`src/sv/subarray_sum_equals_k_counter_top_defines.svh`:
```
// Assertion macros for the subarray sum counter.
// Included by the top level; no other dependencies.
`ifndef SUBARRAY_SUM_EQUALS_K_COUNTER_TOP_DEFINES_SVH
`define SUBARRAY_SUM_EQUALS_K_COUNTER_TOP_DEFINES_SVH
`ifndef SYNTHESIS
`define SSEK_ASSERT_SAME(label, clk, rst, ante, cons) \
  label: assert property (@(posedge clk) disable iff (rst) (ante) |-> (cons)) \
    else $error("assertion failed");
`define SSEK_ASSERT_NEXT(label, clk, rst, ante, cons) \
  label: assert property (@(posedge clk) disable iff (rst) (ante) |=> (cons)) \
    else $error("assertion failed");
`else
`define SSEK_ASSERT_SAME(label, clk, rst, ante, cons)
`define SSEK_ASSERT_NEXT(label, clk, rst, ante, cons)
`endif
`endif

```
`src/sv/ssek_pkg.sv`:
```
// Shared widths, constants and the item record that moves along the cell chain.
// No dependencies.
package ssek_pkg;

  localparam int DATA_W = 32;
  localparam int COUNT_W = 16;
  localparam int TABLE_DEPTH_DEF = 64;
  localparam int OUT_SLOTS = 2;

  typedef struct packed {
    logic               valid;
    logic               first;
    logic [DATA_W-1:0]  sum;
    logic [DATA_W-1:0]  key;
    logic [COUNT_W-1:0] add;
    logic               found;
    logic               placed;
  } item_t;

endpackage

```
`src/sv/ssek_cell.sv`:
```
// One table entry: matches passing items against its key and updates its count.
// Depends on ssek_pkg.
module ssek_cell #(
  parameter int CELL_INDEX = 0
) (
  input  logic            clk,
  input  logic            rst,
  input  logic            en,
  input  ssek_pkg::item_t din,
  output ssek_pkg::item_t dout
);
  import ssek_pkg::*;

  localparam logic               RESET_VALID = (CELL_INDEX == 0);
  localparam logic [COUNT_W-1:0] RESET_COUNT = (CELL_INDEX == 0) ? COUNT_W'(1) : '0;

  logic               ent_valid;
  logic [DATA_W-1:0]  ent_key;
  logic [COUNT_W-1:0] ent_count;
  logic               ent_valid_next;
  logic [DATA_W-1:0]  ent_key_next;
  logic [COUNT_W-1:0] ent_count_next;
  logic               cur_valid;
  logic [DATA_W-1:0]  cur_key;
  logic [COUNT_W-1:0] cur_count;
  logic               lookup_hit;
  logic               sum_hit;
  logic               alloc;
  item_t              dout_next;

  always_comb begin
    cur_valid = din.first ? RESET_VALID : ent_valid;
    cur_key = din.first ? '0 : ent_key;
    cur_count = din.first ? RESET_COUNT : ent_count;
    lookup_hit = cur_valid && (cur_key == din.key);
    sum_hit = cur_valid && (cur_key == din.sum);
    alloc = !cur_valid && !din.found && !din.placed;

    ent_valid_next = cur_valid;
    ent_key_next = cur_key;
    ent_count_next = cur_count;
    if (sum_hit) begin
      if (cur_count != '1) begin
        ent_count_next = cur_count + COUNT_W'(1);
      end
    end else if (alloc) begin
      ent_valid_next = 1'b1;
      ent_key_next = din.sum;
      ent_count_next = COUNT_W'(1);
    end

    dout_next = din;
    if (lookup_hit) begin
      dout_next.add = cur_count;
    end
    dout_next.found = din.found || sum_hit;
    dout_next.placed = din.placed || alloc;
  end

  always_ff @(posedge clk) begin
    if (rst) begin
      ent_valid <= RESET_VALID;
      ent_key <= '0;
      ent_count <= RESET_COUNT;
      dout <= '0;
    end else if (en) begin
      dout <= dout_next;
      if (din.valid) begin
        ent_valid <= ent_valid_next;
        ent_key <= ent_key_next;
        ent_count <= ent_count_next;
      end
    end
  end

endmodule

```
`config.mk`:
```
export PLATFORM = sky130hd
export DESIGN_NAME = ssek_cell
export DESIGN_NICKNAME = d
export VERILOG_FILES = /design/src/sv/subarray_sum_equals_k_counter_top_defines.svh /design/src/sv/ssek_pkg.sv /design/src/sv/ssek_cell.sv
export SDC_FILE = /design/constraint.sdc
export NUM_CORES = 1
export LEC_CHECK = 0
export BUFFER_PORTS_ARGS = -buffer_cell sky130_fd_sc_hd__buf_4
export CAP_MARGIN = 5
export CORE_MARGIN = 2
export CORE_UTILIZATION = 40
export CTS_CLUSTER_SIZE = 20
export DETAILED_ROUTE_END_ITERATION = 8
export GPL_ROUTABILITY_DRIVEN = 0
export SLEW_MARGIN = 20
export SYNTH_ARGS = -nofsm -noshare
export SYNTH_HDL_FRONTEND = slang
export SYNTH_SLANG_ARGS = --single-unit
export TNS_END_PERCENT = 1
```
`constraint.sdc`:
```
create_clock -name clk -period 3.6 [get_ports clk]
set_input_delay 0.36 -clock clk [delete_from_list [all_inputs] [get_ports clk]]
set_output_delay 0.36 -clock clk [all_outputs]
set_load 0.02 [all_outputs]
```
# == Word-level counts from Yosys, hierarchy flattened ==
# Cells that the tools add are included.
# word_totals
regBits,133
out_inout_bits,84
# op_classes
reduce_logical,10
muxes,11
n_eq_ne,3
n_addsub,1
# op_table
cell,n
two-way mux 32 bit,3
two-way mux 16 bit,5
equality test 32 bit,2
"adder 16 x 1 -> 16 bit, second input constant",1
"inequality test 16 bit, second input constant",1
logical AND 1 bit,4
logical NOT 1 bit,3
two-way mux 1 bit,3
logical OR 1 bit,2
AND reduction 2 bit,1

# == Logic depth before layout (Yosys ltp) ==
# depth
ltp_word,6
depth_mapped,12
depth_no_buf,9

# == Worst setup path before layout ==
# No wires, ideal clock.
# synth_timing
path_kind,input to register
start,input din[82] in the netlist's numbering
end,register ent_count[2]
arrival_time_ns,2.816
slack_ns,0.699
cell_stages,12
n_path_buf,3
setup_time_ns,0.086
cell_sequence,buf_4 -> clkbuf_1 -> clkbuf_1 -> or2_2 -> ha_1 -> nand4b_1 -> nor4_1 -> nand2_1 -> and2_1 -> nor2_1 -> mux2i_1 -> a211oi_1
# synth_via
elab_chain_cells,6
word_cells_on_any_way,13
# synth_rtl
item,line,rtl
from (decl),ssek_cell.sv:9,"input ssek_pkg::item_t din,"
"parallel branches: the longest is 5 deep, another holds adder 16 x 1 -> 16 bit",-,
two-way mux 16 bit (*),ssek_cell.sv:42,if (sum_hit) begin
to (signal assigned),ssek_cell.sv:71,ent_count <= ent_count_next;
to (decl),ssek_cell.sv:19,logic [COUNT_W-1:0] ent_count;
# Mark *: on every way between the ends.
# A chain may end at the register's enable or synchronous reset.

# == Worst setup path in the final report ==
# layout_timing
start,register ent_key[27]
end,register ent_count[9]
# layout_via
elab_chain_cells,4
# layout_rtl
item,line,rtl
from (decl),ssek_cell.sv:18,logic [DATA_W-1:0] ent_key;
from (signal assigned),ssek_cell.sv:70,ent_key <= ent_key_next;
two-way mux 32 bit,ssek_cell.sv:33,cur_key = din.first ? '0 : ent_key;
equality test 32 bit,ssek_cell.sv:36,sum_hit = cur_valid && (cur_key == din.sum);
logical AND 1 bit,ssek_cell.sv:36,
two-way mux 16 bit,ssek_cell.sv:42,
# No other way between the ends.

==> impl_metrics.ini <==
[place]
placed_cell_area_mm2 = 0.007990
post-place-ws_ns = 0.4382
place_inst = 1102
io_buffers = 170
dpl.hpwl_mm = 15.80

[global_routing]
busiest_layer = met2
grt_remaining_overflow = 0
grt_max_degree = 88
grt_util_met3_pct = 6.075
grt_antenna_before_repair = 0
grtUsageMet2_pct = 42.36
grt_usage_pct = 24.84
grt_pass1_wl_mm = 34.20
use_met1_pct = 29.57
grt_pass1_vias = 6263

[cts]
cts_buffer_depth = 2
cts_tree = built
cts.htree.levels = 4
clock-sinks = 133
cts_hold_buf = 0
ctsResizeCount = 0
root_buffer = clkbuf_16
path_clk_slew_ns = 0.06
postCtsSetupBuffers = 0
cts_made_buffers = 17
clock_latency_ns = 0.43

[synthesis]
ys_warn_count = 0
avgSynthCellArea_um2 = 8.676
syn_inst = 756
synth_cell_types = 58
synth_area_mm2 = 0.006559
syn_nets = 844
synth-seq-cells = 133
ys_async_sr_fraction_pct = 0
synth_edf_count = 0
yosysSeqAreaShare_pct = 40.60
synth_flop_cell = dfxtp_1

[worst_setup_path]
reg2reg_depth = 7
crit_path_end_kind = flip-flop
cp.required_ns = 3.91
rrSetupSlack_ns = 0.69
startpoint = ent_key[27]
rr_endpoint = ent_count[9]
crit_type = flip-flop to flip-flop
path_max_fanout = 18
start_kind = flip-flop
r2r_start = ent_key[27]
worstPathArrival_ns = 3.21

[sta]
holdWs_ns = 0.1927
worstMarginPinSlew_ns = 0.9153
max_freq_mhz = 344.2
slew_viol_final = 0
worst_slack_ns = 0.6949
finalSetupViolCount = 0
fin_skew_ns = 0.008236
fin_crit_sh_pct = 80.70
timing.setup.tns_ns = 0
rsz0062_at_grt = false
finalCriticalPeriod_ns = 2.905
hold_violations = 0
slew_headroom_pct = 38.98

[job]
drv_cap = 0

[layout]
syn2layout_area_growth_pct = 31.92
nets = 993
drive_gt1_share_pct = 24.07
ff_latch_area_mm2 = 0.002663
multi_input_area_mm2 = 0.003612
layout_common_cells = 181 x buf_4, 148 x nor2_1, 133 x dfxtp_1
final_cell_count_no_fill = 1134
diodes = 0
fillers = 1520
postLayoutCellArea_mm2 = 0.008652
final_common_cell = buf_4

[route]
vias = 6384
routedWlPerCell_um = 18.92
first_iter_violations = 513
drtPass1Iterations = 6
wl_mm = 21.46
drcViolationCount = 0
routed_via_density = 5.630
postRouteAntennaNets = 0

[hold_path]
hold_end = dout[46]
min_from = din[46]
hold-path-cell-count = 3
hold_path_class = primary input to flip-flop

[power]
power_density_mw_per_mm2 = 465.3
worst_ir_drop_vdd_uv = 319.5
p_leak_nw = 3.523

[floorplanning]
core-area_mm2 = 0.01594
die_w_um = 132.1
io_pins = 171
start_util_pct = 41.14
dieArea_mm2 = 0.01744
num_rows = 46
die_y_um = 132.1

[run_status]
status = complete, no violations
[through the flow]
step | util (%) | total power, mW
2_1_floorplan | - | 1.847
3_3_place_gp | 50.12 | 2.096
3_5_place_dp | 50.12 | 2.105
4_1_cts | 54.27 | 4.063
5_1_grt | 54.27 | 4.174
6_report | 54.27 | 4.026
[state kept, by name, indices dropped and copies added, names as in the netlist]
name,count
dout,84
ent_key,32
ent_count,16
ent_valid,1
[cell usage after synthesis (all sizes together), types with 3 or more instances]
cell	count	area, um2
a2111oi	5	45.04
nor3	6	41.29
o41ai	3	26.28
a31oi	17	106.4
and2	3	18.77
nor2	149	559.3
and3	6	37.54
a21oi	12	60.06
nand3	20	100.1
mux2i	76	760.7
clkbuf	36	135.1
nor2b	22	137.6
nand2	18	67.56
nand4	7	43.79
nor4bb	11	110.1
o21ai	8	40.04
xnor2	18	157.7
nand2b	29	181.4
a211oi	12	90.09
o32ai	13	113.9
nor4	11	75.07
or4	6	48.80
o2111ai	6	52.55
o211ai	3	22.52
o22ai	7	43.79
and4	3	26.28
a311oi	8	70.07
buf	15	77.57
or3	3	18.77
a22oi	37	277.8
inv	22	82.58
dfxtp	133	2663
o31ai	4	30.03
a32oi	3	26.28
o2111a	3	33.78
[critical path, stage by stage (launching register included)]
cell,delay [ns]
dfxtp_1,0.44
nor2b_1,0.07
a2111oi_0,0.47
nand4_1,0.15
or4_4,0.54
or3_1,0.63
o311ai_1,0.38
nand3_1,0.09
[logic make-up after synthesis]
family,count (synthesis),share of synthesized area (%)
fa+ha+maj,1,0.1907
mux,76,11.60
buf+inv,74,4.559
xor+xnor,20,2.671
flops,133,40.60
simple gates,299,22.95
compound gates,153,17.44
[layer usage]
layer / routed length [um] / vias to the layer above
met4: 712 / 0
met1: 8844 / 3034
li1: - / 3061
met3: 1306 / 47
met5: 0 / -
met2: 10590 / 242
[power by group]
part / internal [mW] / switching, mW
clock network: 1.25 / 0.698
registers: 1.53 / 0.0342
logic: 0.221 / 0.286
[how the worst max path moves through the flow]
stage,end,slack (ns),cells past startpoint
2_1_floorplan,ent_count[2],0.70,12
3_3_place_gp,ent_count[9],0.47,8
3_5_place_dp,ent_count[9],0.44,8
4_1_cts,ent_count[0],0.72,7
5_1_grt,ent_count[0],0.52,7
6_report,ent_count[9],0.69,7
[layout make-up]
cell class / instances / share of cell area, %
Tap cell: 216 / 3.124
Timing Repair Buffer: 181 / 15.70
Sequential cell: 133 / 30.77
Multi-Input combinational cell: 549 / 41.75
Clock buffer: 18 / 5.076
Clock inverter: 14 / 2.574
Inverter: 23 / 0.9978
Power figures use the tool's default switching activity.
