===== config.mk =====
export PLATFORM = sky130hd
export DESIGN_NAME = ssek_head
export DESIGN_NICKNAME = d
export VERILOG_FILES = /design/src/sv/subarray_sum_equals_k_counter_top_defines.svh /design/src/sv/ssek_pkg.sv /design/src/sv/ssek_head.sv
export SDC_FILE = /design/constraint.sdc
export NUM_CORES = 1
export LEC_CHECK = 0
export BUFFER_PORTS_ARGS = -buffer_cell sky130_fd_sc_hd__buf_4
export CAP_MARGIN = 20
export CORE_ASPECT_RATIO = 1.4
export CORE_MARGIN = 2
export CORE_UTILIZATION = 50
export DETAILED_ROUTE_END_ITERATION = 6
export PLACE_DENSITY = 0.84
export SLEW_MARGIN = 20
export SYNTH_ARGS = -nofsm -noshare
export SYNTH_HDL_FRONTEND = slang
export SYNTH_SLANG_ARGS = --single-unit

===== constraint.sdc =====
create_clock -name clk -period 5.5 [get_ports clk]
set_input_delay 0.825 -clock clk [delete_from_list [all_inputs] [get_ports clk]]
set_output_delay 0.825 -clock clk [all_outputs]
set_load 0.1 [all_outputs]

===== src/sv/subarray_sum_equals_k_counter_top_defines.svh =====
// Assertion macros for the subarray sum counter.
// Included by the top level; no other dependencies.
`ifndef SUBARRAY_SUM_EQUALS_K_COUNTER_TOP_DEFINES_SVH
`define SUBARRAY_SUM_EQUALS_K_COUNTER_TOP_DEFINES_SVH
`ifndef SYNTHESIS
`define SSEK_ASSERT_SAME(label, clk, rst, ante, cons) \
  label: assert property (@(posedge clk) disable iff (rst) (ante) |-> (cons)) \
    else $error("assertion failed");
`define SSEK_ASSERT_NEXT(label, clk, rst, ante, cons) \
  label: assert property (@(posedge clk) disable iff (rst) (ante) |=> (cons)) \
    else $error("assertion failed");
`else
`define SSEK_ASSERT_SAME(label, clk, rst, ante, cons)
`define SSEK_ASSERT_NEXT(label, clk, rst, ante, cons)
`endif
`endif


===== src/sv/ssek_pkg.sv =====
// Shared widths, constants and the item record that moves along the cell chain.
// No dependencies.
package ssek_pkg;

  localparam int DATA_W = 32;
  localparam int COUNT_W = 16;
  localparam int TABLE_DEPTH_DEF = 64;
  localparam int OUT_SLOTS = 2;

  typedef struct packed {
    logic               valid;
    logic               first;
    logic [DATA_W-1:0]  sum;
    logic [DATA_W-1:0]  key;
    logic [COUNT_W-1:0] add;
    logic               found;
    logic               placed;
  } item_t;

endpackage


===== src/sv/ssek_head.sv =====
// Head stage: running prefix sum and lookup key for each accepted element.
// Depends on ssek_pkg.
module ssek_head (
  input  logic                         clk,
  input  logic                         rst,
  input  logic                         en,
  input  logic                         accept,
  input  logic [ssek_pkg::DATA_W-1:0]  value,
  input  logic                         first,
  input  logic [ssek_pkg::DATA_W-1:0]  target,
  output ssek_pkg::item_t              dout
);
  import ssek_pkg::*;

  logic [DATA_W-1:0] sum;
  logic [DATA_W-1:0] sum_next;
  item_t             dout_next;

  always_comb begin
    sum_next = (first ? '0 : sum) + value;
    dout_next = '0;
    dout_next.valid = accept;
    dout_next.first = first;
    dout_next.sum = sum_next;
    dout_next.key = sum_next - target;
  end

  always_ff @(posedge clk) begin
    if (rst) begin
      sum <= '0;
      dout <= '0;
    end else if (en) begin
      dout <= dout_next;
      if (accept) begin
        sum <= sum_next;
      end
    end
  end

endmodule


### Yosys cells after proc, flatten, opt, wreduce, memory -nomap -nowiden

Cells that the tools add are included.
W data, S select, Z words.

* shifts and indexed selects: 0
* magnitude comparators: 0
* add/sub/neg operators: 2
* equality and inequality tests: 0
* multiplexer cells: 1
* bitwise operators: 0
* reductions and logical operators: 1
* $mul: 0
* divide/modulo/power cells: 0

Operator list (number)
* $add A32 B32 Y32: 1
* $mux W32: 1
* $sub A32 B32 Y32: 1
* $reduce_and A2 Y1: 1

* word-level logic and storage cells: 9
* memory bits (read-only): 0
* bits in writable memories: 0
* input bits: 69
* register bits after elaboration: 98
* latch bits: 0
* memories kept: 0
* output and inout bits: 84

### Longest topological paths before layout

Gate-level depths: netlist (run 1).

* word-level depth: 3
* gate-level depth with buffers: 23
* depth with buffers taken out: 22

### Worst setup path after synthesis (run 1)

No wires, ideal clock.

* path type: input to register
* start: input port first
* end: register dout[49] in the netlist's numbering
* stages: 23
* arrival time: 5071 ps
* path slack: 350 ps
* setup time: 80 ps
* data required time: 5420 ps
* path buffers: 1
* cells stage by stage: clkbuf_1 -> nor2b_1 -> ha_1 -> inv_1 -> fa_1 -> nor2b_1 -> o21a_1 -> o21a_1 -> o21ai_0 -> a21boi_0 -> o21a_1 -> or3_1 -> and2_1 -> ha_1 -> and4_1 -> a21oi_1 -> a21boi_0 -> a2111oi_2 -> nor3b_2 -> a2111oi_2 -> nor2_1 -> xnor2_1 -> a211oi_2

RTL lines
* from (decl): line ssek_head.sv:9 `input logic first,`
* to (signal assigned): line ssek_head.sv:33 `dout <= dout_next;`
* to (decl): line ssek_head.sv:11 `output ssek_pkg::item_t dout`

==> qor.csv, run 1 <==
stage,metric,value,unit
status,outcome,"finished, final reports clean",
detailed_routing,vias,6878,
finish,Storage cell area,0.00196,mm2
timing,Slew @ Worst Pin,1.10,ns
finish,diode count,0,
timing,Max Fclk,192,MHz
finish,Final nets,1172,
pwr,Leak Pwr,4.30,nW
timing,worst rel slew slack,26.8,%
pwr,peak supply drop,181,uV
run,total of max-cap violations,0,
timing,clock skew,0.00872,ns
pwr,Pwr Density,314,mW/mm2
clock_tree,Clock Tree Root,clkbuf_16,
setup_path,critical path data arrival time,5.41,ns
finish,area delta synth->final,20.3,%
setup_path,Worst setup EP type,flip-flop,
synthesis,Syn Area/Cell,7.93,um2
synthesis,synth warn,0,
setup_path,Crit path max-delay family,compound AO/OA/AOI/OAI gates,
global_route,initial antenna violation count,0,
placement,placed cell count,1216,
synthesis,Synth Cell Area,0.00724,mm2
global_route,Total GRT Usage,24.5,%
finish,final instance area,0.00871,mm2
clock_tree,Sinks on Clock Net,98,
setup_path,Reg2Reg Depth,21,
finish,Multi-input gate area,0.00485,mm2
detailed_routing,post-route ant nets,0,
floorplan,die area,0.0155,mm2
timing,final setup violation count,0,
setup_path,critical path's most frequent cell,o21ai_0,
min_path,hold depth,2,
clock_tree,CTS tree,yes,
floorplan,Core Rows,52,
synthesis,asr flop ratio synth,0,%
synthesis,top_reg_cell synth,dfxtp_1,
global_route,largest net degree at the start of global routing,102,
synthesis,register area share after synthesis,27.1,%
setup_path,worst setup path category,primary input to flip-flop,
clock_tree,clock buffer count from CTS,9,
setup_path,Setup crit start kind,primary input,
timing,final hold viol count,0,
detailed_routing,DRC viols,0,
clock_tree,cts hold-fix bufs,0,
placement,Final Wtd Congestion,0.930,
synthesis,Mapped Cells,913,
synthesis,Yosys reg bits,98,
synthesis,library cells used by synthesis,60,
finish,ratio of cells with drive above 1 in the final layout,18.1,%
timing,TNS Setup,0,ns
clock_tree,Skew-Pair Late Insertion Delay,0.35,ns
placement,Port Buf Inserts,134,
detailed_routing,WL/cell,15.6,um
setup_path,highest-delay cell along the critical path,a2111oi_2,
timing,Final Max Slew Viols,0,
floorplan,Die Span Y,146,um
finish,filler cell count,1285,
global_route,GRT overflow,0,
clock_tree,clock-pin slew on the worst setup and hold paths,0.07,ns
floorplan,IO Count,153,
placement,post-detail-place hpwl,14600,um
placement,area post-placement,0.00838,mm2
finish,utilization after layout,60.8,%
setup_path,crit-path cells,buf_4 -> buf_4 -> nor2b_1 -> ha_1 -> a21o_1 -> or3_1 -> o21a_1 -> o21ai_0 -> o21ai_0 -> xnor2_1 -> ha_1 -> and3_4 -> a221oi_2 -> o21ai_0 -> a2111oi_2 -> nor3b_2 -> a2111oi_2 -> nor2_1 -> xnor2_1 -> a211oi_2,
detailed_routing,drt first pass iters,5,
timing,Final min period,5.22,ns
pwr,overall power,0.00273,W
setup_path,CP max FO,11,
timing,Final period util,94.9,%
clock_tree,# H-tree levels,3,
floorplan,core area,0.0143,mm2
finish,final non-filler cell total,1232,
floorplan,width of the die,106,um
floorplan,Starting Density,50.6,%
clock_tree,worst-case clock buffer depth,2,
setup_path,Crit path depth,20,
setup_path,Critical Path RT,5.69,ns
detailed_routing,Starting DRT DRC Count,364,
min_path,Min-Delay Path Class,flip-flop to flip-flop,
global_route,first-pass GRT wire length,30700,um
setup_path,Max stage delay on crit path,0.45,ns
global_route,vias in the first global route,6449,
timing,RSZ-0062 raised after global routing,false,
detailed_routing,final WL,19300,um
detailed_routing,via/cell ratio,5.58,
setup_path,"Buf+Inv Stages, Crit Path",2,
synthesis,"EDFF count, synth",0,
[power breakdown]
| part | switching, W | internal (W) |
|---|---|---|
| sequential | 0.0000378 | 0.000780 |
| combinational | 0.000863 | 0.000374 |
| clock | 0.000280 | 0.000396 |
| total | 0.00118 | 0.00155 |
[timing repair]
| item | 4_1_cts | 5_1_grt |
|---|---|---|
| setup endpoints to repair | 0 | 7 |
| buffers inserted | 0 | 1 |
| resized for setup | 0 | 5 |
[flip-flops by register name, summed over array words and instances, names as in the netlist]
register	flops
sum	32
dout	66
[layout make-up]
| type | instances | share of cell area (%) |
|---|---|---|
| multi-input cells | 724 | 55.7 |
| flip-flops and latches | 98 | 22.5 |
| repair buffers | 154 | 13.3 |
| well taps | 189 | 2.72 |
| clock buffers | 10 | 2.63 |
| inverters | 52 | 2.24 |
| clock inverters | 5 | 0.920 |
[stage by stage]
step | hold WS [ns] | setup slack, ns
floorplan | 0.432 | 0.350
global placement | 0.437 | -0.0958
detailed placement | 0.442 | -0.199
CTS | 0.452 | 0.123
global route | 0.466 | 0.000411
finish | 0.450 | 0.279
[metal layers]
metal  share of wire [%]  wire length, um  vias up  global-route usage [%]
li1                    -                -     3412                       -
met1                  43             8270     3171                    30.3
met2                  48             9310      254                    43.2
met3                 5.6             1070       41                    3.08
met4                 3.3              627        0                    9.54
met5                   0                0        -                       0
[tightest hold or removal path: stages (launching register included)]
cell	delay, ns
dfxtp_1	0.30
nand2_1	0.05
a21oi_1	0.05
[kinds of logic after synthesis]
kind of cell / synth area share, %
xor+xnor: 5.45
compound gates: 22.1
fa+ha+maj: 11.3
flops: 27.1
simple gates: 21.3
buf+inv: 6.92
other cells: 0.0518
mux: 5.83
[final timing paths]
path / from / endpoint / slack [ns]
setup / recovery: first / dout[49] / 0.28
setup reg to reg: sum[0] / dout[49] / 0.59
hold reg to reg: sum[28] / sum[28] / 0.45
hold / removal: sum[28] / sum[28] / 0.45
[cell usage in the layout, fill, tap and decap left out, drive strengths merged, types with 3 or more instances in the layout]
master / synthesis / layout
a31oi: 10 / 10
buf: 33 / 154
dfxtp: 98 / 98
and2: 12 / 12
xor2: 15 / 15
a21o: 40 / 40
nor3b: 3 / 3
o31ai: 3 / 3
mux2i: 41 / 41
a211oi: 21 / 21
clkbuf: 23 / 10
nor2: 87 / 87
and3: 10 / 10
xnor2: 30 / 30
a21oi: 78 / 78
nand3: 20 / 20
o21bai: 7 / 7
o211ai: 8 / 8
ha: 62 / 62
nand2: 90 / 90
a221oi: 5 / 5
nand4: 6 / 6
a2111oi: 3 / 3
or3: 8 / 8
a21boi: 5 / 5
o21ai: 31 / 31
inv: 52 / 52
conb: 1 / 18
nor4b: 4 / 4
nor2b: 40 / 40
o22ai: 6 / 6
a211o: 3 / 3
o21a: 12 / 12
nor3: 9 / 9
nand2b: 15 / 15
nand3b: 4 / 4
[synthesized netlist by cell type, types with 8 or more instances]
| cell type | instances | area [um2] |
|---|---|---|
| or3_1 | 8 | 50.1 |
| a211oi_1 | 18 | 135 |
| a31oi_1 | 10 | 62.6 |
| o21ai_0 | 31 | 155 |
| and2_1 | 12 | 75.1 |
| a21o_1 | 39 | 293 |
| dfxtp_1 | 98 | 1960 |
| nand2_1 | 90 | 338 |
| nor2_1 | 87 | 327 |
| nand2b_1 | 15 | 93.8 |
| mux2i_1 | 41 | 410 |
| nor3_1 | 9 | 45.0 |
| xnor2_1 | 30 | 263 |
| buf_4 | 19 | 143 |
| clkbuf_1 | 23 | 86.3 |
| xor2_1 | 15 | 131 |
| nand3_1 | 20 | 100 |
| nor2b_1 | 40 | 250 |
| a21oi_1 | 78 | 390 |
| ha_1 | 62 | 776 |
| inv_1 | 52 | 195 |
| o21a_1 | 12 | 90.1 |
| buf_1 | 10 | 37.5 |
(Power assumes the default switching activity.)
==> run 2, diff against run 1 <==
PLACE_DENSITY = 0.74   (was 0.84)
==> run 2 against run 1 <==
Against the previous run: cell area increased by 0.36%; critical path depth increased by 4; global-route usage decreased by 0.25 points; non-clock buffer count increased by 4; register-to-register slack improved by 0.11 ns; routed wire length decreased by 1.2%; total power increased by 0.90%; clock power increased by 3.1%; first-iteration DRC count increased by 4.9%; sequential power about the same; setup slack improved by 0.11 ns; sequential share of layout area decreased by 0.081 points; highest routed layer unchanged.
==> qor.csv, run 2 (same netlist as run 1, synthesis figures left out) <==
stage,metric,value,unit,change
status,outcome,"finished, final reports clean",,
clock_tree,clock buffer count from CTS,9,,unchanged
global_route,vias in the first global route,6340,,-1.7%
setup_path,Setup crit start kind,primary input,,
setup_path,critical path's most frequent cell,o21a_1,,
setup_path,Worst setup EP type,flip-flop,,
timing,final setup violation count,0,,unchanged
detailed_routing,DRC viols,0,,unchanged
detailed_routing,final WL,19100,um,-1.2%
clock_tree,Sinks on Clock Net,98,,unchanged
clock_tree,CTS tree,yes,,
finish,final non-filler cell total,1238,,+0.49%
global_route,first-pass GRT wire length,30700,um,-0.22%
floorplan,Die Span Y,146,um,unchanged
floorplan,IO Count,153,,unchanged
detailed_routing,vias,6768,,-1.6%
timing,Slew @ Worst Pin,0.804,ns,-0.293 ns
run,total of max-cap violations,0,,unchanged
timing,worst rel slew slack,46.4,%,+20 points
min_path,hold wc startpoint,sum[10],,
global_route,largest net degree at the start of global routing,71,,-30%
clock_tree,# H-tree levels,3,,unchanged
pwr,peak supply drop,169,uV,-6.5%
floorplan,width of the die,106,um,unchanged
finish,"commonest cells after routing, fill and taps aside","158 x buf_4, 98 x dfxtp_1, 90 x nand2_1",,
timing,Max Fclk,196,MHz,+2.1%
placement,placed cell count,1221,,+0.41%
setup_path,Critical Path RT,5.70,ns,about the same
placement,post-place setup slack,-0.0299,ns,+0.169 ns
setup_path,worst r2r src,sum[0],,
setup_path,critical path data arrival time,5.32,ns,-0.09 ns
detailed_routing,WL/cell,15.4,um,-1.6%
clock_tree,Skew-Pair Late Insertion Delay,0.35,ns,about the same
timing,Final min period,5.11,ns,-0.108 ns
floorplan,core area,0.0143,mm2,unchanged
finish,Largest regs,"dout: 66 flops, sum: 32 flops",,
timing,Final Max Slew Viols,0,,unchanged
setup_path,crit-path cells,buf_4 -> nor2b_1 -> ha_1 -> inv_1 -> fa_1 -> nor2b_1 -> o21a_1 -> o21a_1 -> o21ai_0 -> a21boi_0 -> o21a_1 -> or3_1 -> and2_1 -> ha_1 -> and3_1 -> o21ai_0 -> a21boi_1 -> a2111oi_2 -> buf_4 -> nor3b_2 -> a2111oi_2 -> nor2_1 -> xnor2_1 -> a211oi_2,,
clock_tree,Clock Tree Root,clkbuf_16,,
detailed_routing,post-route ant nets,0,,unchanged
global_route,Total GRT Usage,24.3,%,-0.25 points
timing,Final period util,93.0,%,-2.0 points
setup_path,"Buf+Inv Stages, Crit Path",3,,+1
min_path,Min-Delay Path Class,flip-flop to flip-flop,,
finish,ratio of cells with drive above 1 in the final layout,18.3,%,+0.20 points
finish,area delta synth->final,20.8,%,
setup_path,CP startpoint,first,,
finish,"most common cell after layout, fill and taps aside",buf_4,,
floorplan,die area,0.0155,mm2,unchanged
floorplan,Core Rows,52,,unchanged
timing,RSZ-0062 raised after global routing,false,,
finish,utilization after layout,61.0,%,+0.22 points
placement,post-detail-place hpwl,14800,um,+1.7%
detailed_routing,via/cell ratio,5.47,,-2.1%
global_route,initial antenna violation count,1,,+1
clock_tree,clock-pin slew on the worst setup and hold paths,0.07,ns,about the same
setup_path,Max stage delay on crit path,0.37,ns,-0.08 ns
pwr,Pwr Density,315,mW/mm2,+0.54%
finish,Final nets,1176,,+0.34%
detailed_routing,Starting DRT DRC Count,382,,+4.9%
placement,Port Buf Inserts,134,,unchanged
setup_path,worst setup path category,primary input to flip-flop,,
finish,Reg with most FFs,dout,,
clock_tree,worst-case clock buffer depth,2,,unchanged
global_route,GRT overflow,0,,unchanged
setup_path,highest-delay cell along the critical path,a2111oi_2,,
pwr,Leak Pwr,4.32,nW,+0.63%
detailed_routing,drt first pass iters,5,,unchanged
floorplan,Starting Density,50.6,%,unchanged
timing,clock skew,0.0127,ns,+0.00396 ns
placement,Final Wtd Congestion,0.961,,+3.4%
setup_path,CP max FO,16,,+5
timing,final hold viol count,0,,unchanged
clock_tree,cts hold-fix bufs,0,,unchanged
setup_path,Crit path max-delay family,compound AO/OA/AOI/OAI gates,,
timing,Final WS setup,0.387,ns,+0.108 ns
finish,Largest register FFs,66,,unchanged
run 2: worst paths after layout:
kind                            cells after the start       end  slack (ns)
worst max-delay path                               24  dout[49]        0.39
worst min register to register                      2   sum[10]        0.45
worst min-delay path                                2   sum[10]        0.45
worst max register to register                     23  dout[49]        0.70
run 2: repair_timing:
action / in CTS / in global routing
setup endpoints to repair: 0 / 3
gates resized for setup: 0 / 2
buffers inserted: 0 / 0
run 2: where the power goes:
| part | leakage, nW | internal (W) | switching, W |
|---|---|---|---|
| clock | 0.153 | 0.000401 | 0.000295 |
| sequential | 0.808 | 0.000780 | 0.0000378 |
| combinational | 3.36 | 0.000378 | 0.000863 |
| total | 4.32 | 0.00156 | 0.00120 |
run 2: worst min-delay path, stage by stage (launching register included):
cell	delay, ns
dfxtp_1	0.31
nand2_1	0.05
a21oi_1	0.05
run 2: final cells by class:
| cell class | instances | area, um2 |
|---|---|---|
| timing repair buffer | 158 | 1190 |
| tap | 189 | 236 |
| antenna | 1 | 2.50 |
| multi-input combinational | 724 | 4840 |
| sequential | 98 | 1960 |
| fill | 1354 | 5580 |
| inverter | 52 | 195 |
| clock inverter | 6 | 90.1 |
| clock buffer | 10 | 229 |
run 2: metal layers:
metal  up-vias  wire length, um  GRT usage (%)
met5         -                0              0
met4         0              661           10.3
met3        40              884           3.17
met2       186             8990           40.5
met1      3113             8520           31.5
li1       3429                -              -
run 2: through the flow:
stage	total power (W)	area [um2]	hold slack, ns	TNS, ns
detailed placement	0.00207	8420	0.443	-0.0299
finish	0.00276	8740	0.450	0
global route	0.00287	8740	0.467	0
global placement	0.00206	8420	0.437	0
CTS	0.00276	8740	0.453	0
floorplan	0.00180	7300	0.432	0
==> run 3, diff against run 2 <==
SETUP_SLACK_MARGIN = 0.5   (was unset)
==> run 3 against run 2 <==
Against the previous run: hold slack gained 0.00082 ns; clock skew shrank 0.0020 ns; total power grew 2.6%; via count shrank 0.65%; sequential power is essentially flat; count of clock-buffer cells in the layout is the same; fmax grew 6.9%; routed wire length grew 2.0%; cell area grew 1.9%; register-to-register slack gained 0.27 ns; largest cell class unchanged; largest power group unchanged; highest routed layer unchanged.
==> qor.csv, run 3 (same netlist as run 1, synthesis figures left out) <==
stage,metric,value,unit,change
floorplan,Die Span Y,146,um,unchanged
detailed_routing,Starting DRT DRC Count,302,,-21%
status,outcome,"finished, final reports clean",,
setup_path,CP max FO,15,,-1
clock_tree,clock buffer count from CTS,9,,unchanged
setup_path,Reg2Reg Depth,21,,-8.7%
timing,final hold viol count,0,,unchanged
timing,Final period util,86.9,%,-6.0 points
pwr,overall power,0.00283,W,+2.6%
detailed_routing,final WL,19400,um,+2.0%
pwr,Pwr Density,318,mW/mm2,+0.74%
floorplan,Core Rows,52,,unchanged
placement,placed cell count,1222,,+0.082%
setup_path,critical path data arrival time,4.99,ns,-0.33 ns
pwr,clock network fraction of total power,26.3,%,+1.0 points
floorplan,core area,0.0143,mm2,unchanged
finish,Largest regs,"dout: 66 flops, sum: 32 flops",,
setup_path,worst r2r src,sum[0],,
detailed_routing,vias,6724,,-0.65%
timing,TNS Setup,0,ns,unchanged
pwr,Logic pwr share,44.7,%,-0.4 points
pwr,Net Sw Frac,42.8,%,-0.61 points
finish,area delta synth->final,23.1,%,
finish,final non-filler cell total,1242,,+0.32%
global_route,first-pass GRT wire length,30700,um,+0.20%
clock_tree,worst-case clock buffer depth,2,,unchanged
detailed_routing,post-route ant nets,0,,unchanged
timing,Slew @ Worst Pin,0.864,ns,+0.0602 ns
floorplan,die area,0.0155,mm2,unchanged
global_route,GRT overflow,0,,unchanged
global_route,M1 GR Usage,32.6,%,+1.2 points
setup_path,Worst R2R End,dout[36],,
clock_tree,Sinks on Clock Net,98,,unchanged
min_path,Worst Hold Path EP,sum[26],,
setup_path,worst setup path category,primary input to flip-flop,,
setup_path,Max stage delay on crit path,0.47,ns,+0.10 ns
timing,Final min period,4.78,ns,-0.331 ns
pwr,peak supply drop,183,uV,+8.1%
global_route,GRT busiest layer,met2,,
finish,diode count,0,,-1
min_path,hold wc startpoint,sum[26],,
clock_tree,Clock Tree Root,clkbuf_16,,
finish,"commonest cells after routing, fill and taps aside","162 x buf_4, 98 x dfxtp_1, 90 x nand2_1",,
setup_path,flop2flop setup slack,0.97,ns,+0.27 ns
global_route,GRT met3 Usage,3.44,%,+0.27 points
pwr,Net Sw Power,0.00121,W,+1.2%
setup_path,crit-path cells,buf_6 -> nor2b_1 -> ha_1 -> inv_1 -> fa_1 -> nor2b_1 -> o21a_1 -> o21a_1 -> o21ai_2 -> a21boi_2 -> o21a_1 -> or3_1 -> and2_1 -> ha_2 -> and4_1 -> and2_1 -> a21oi_1 -> o311a_1 -> a211oi_1 -> nor2b_1 -> xor2_1 -> o22ai_1,,
global_route,Total GRT Usage,24.8,%,+0.47 points
min_path,hold depth,2,,unchanged
finish,final instance area,0.00890,mm2,+1.9%
min_path,Min-Delay Path Class,flip-flop to flip-flop,,
timing,clock skew,0.0107,ns,-0.00200 ns
placement,post-detail-place hpwl,14800,um,-0.45%
timing,worst rel slew slack,42.4,%,-4.0 points
finish,Final nets,1181,,+0.43%
floorplan,IO Count,153,,unchanged
timing,Max Fclk,209,MHz,+6.9%
detailed_routing,DRC viols,0,,unchanged
placement,Final Wtd Congestion,1.00,,+4.0%
global_route,largest net degree at the start of global routing,74,,+4.2%
timing,RSZ-0062 raised after global routing,false,,
placement,area post-placement,0.00842,mm2,about the same
detailed_routing,drt first pass iters,5,,unchanged
clock_tree,# H-tree levels,3,,unchanged
detailed_routing,via/cell ratio,5.41,,-0.97%
clock_tree,CTS tree,yes,,
timing,Final Max Slew Viols,0,,unchanged
setup_path,highest-delay cell along the critical path,o311a_1,,
clock_tree,clock-pin slew on the worst setup and hold paths,0.07,ns,about the same
pwr,Seq pwr share,28.9,%,-0.8 points
pwr,cell internal pwr,0.00162,W,+3.7%
run,total of max-cap violations,0,,unchanged
setup_path,Setup crit start kind,primary input,,
pwr,Leak Pwr,4.37,nW,+1.2%
placement,Port Buf Inserts,134,,unchanged
clock_tree,Skew-Pair Late Insertion Delay,0.36,ns,about the same
timing,final setup violation count,0,,unchanged
detailed_routing,WL/cell,15.6,um,+1.7%
floorplan,width of the die,106,um,unchanged
setup_path,Worst setup EP type,flip-flop,,
finish,Reg with most FFs,dout,,
global_route,vias in the first global route,6262,,-1.2%
global_route,initial antenna violation count,0,,-1
finish,Largest register FFs,66,,unchanged
global_route,met2 usage,42.7,%,+2.2 points
placement,post-place setup slack,0.105,ns,+0.134 ns
timing,Final WS setup,0.718,ns,+0.331 ns
setup_path,Critical Path RT,5.71,ns,about the same
floorplan,Starting Density,50.6,%,unchanged
finish,ratio of cells with drive above 1 in the final layout,20.2,%,+1.9 points
finish,"most common cell after layout, fill and taps aside",buf_4,,
==> run 3: cell count changes in the layout (fill, tap and decap cells not counted), moves of 2 or more <==
cell      delta
o21ai_1      +5
o21ai_2      +2
ha_2         +2
o21ai_0      -7
buf_4        +4
ha_1         -2
a21boi_2     +2
==> run 3: per-stage QoR <==
stage / hold WS, ns / utilization [%]
2_1_floorplan: 0.432 / -
6_report: 0.451 / 62.2
5_1_grt: 0.472 / 62.2
3_5_place_dp: 0.443 / 58.9
4_1_cts: 0.453 / 61.4
3_3_place_gp: 0.438 / 58.9
==> run 3: critical path, delay by kind of cell <==
kind	cells	cell delay, ns
AO/OA/AOI/OAI	9	1.76
AND/OR/NAND/NOR	7	1.18
adder cells (fa/ha/maj)	3	0.77
buffers and inverters	2	0.22
XOR/XNOR	1	0.21
==> run 3: area by class of cell <==
class	count	area (um2)
Sequential cell	98	1960
Inverter	52	195
Multi-Input combinational cell	724	4940
Fill cell	1321	5410
Tap cell	189	236
Clock buffer	10	229
Timing Repair Buffer	163	1230
Clock inverter	6	114
==> run 3: timing repair <==
action	in CTS	in global routing
endpoints found under the hold margin	0	0
hold buffers	0	0
setup endpoints to repair	3	16
resized for setup	6	23
setup buffers	0	4
pin swaps	2	9
==> run 3: power by group through the flow <==
| stage | Clock, W | Sequential (W) | Combinational (W) |
|---|---|---|---|
| after floorplan | 0 | 0.00123 | 0.000571 |
| after global placement | 0 | 0.000833 | 0.00123 |
| after detailed placement | 0 | 0.000834 | 0.00123 |
| after CTS | 0.000756 | 0.000818 | 0.00124 |
| after global routing | 0.000778 | 0.000826 | 0.00135 |
| final | 0.000745 | 0.000818 | 0.00127 |
==> run 3: worst max path at each step <==
stage          start  depth (start not counted)  endpoint
2_1_floorplan  first                         22  dout[49]
3_3_place_gp   first                         23  dout[48]
3_5_place_dp   first                         23  dout[49]
4_1_cts        first                         21  dout[48]
5_1_grt        first                         20  dout[48]
6_report       first                         22  dout[36]
==> run 3: per-layer routing <==
metal	share of wire, %	vias up	wire length, um
met1	45	3109	8840
li1	-	3424	-
met2	48	168	9380
met5	0	-	0
met4	1.8	0	344
met3	4.5	23	871
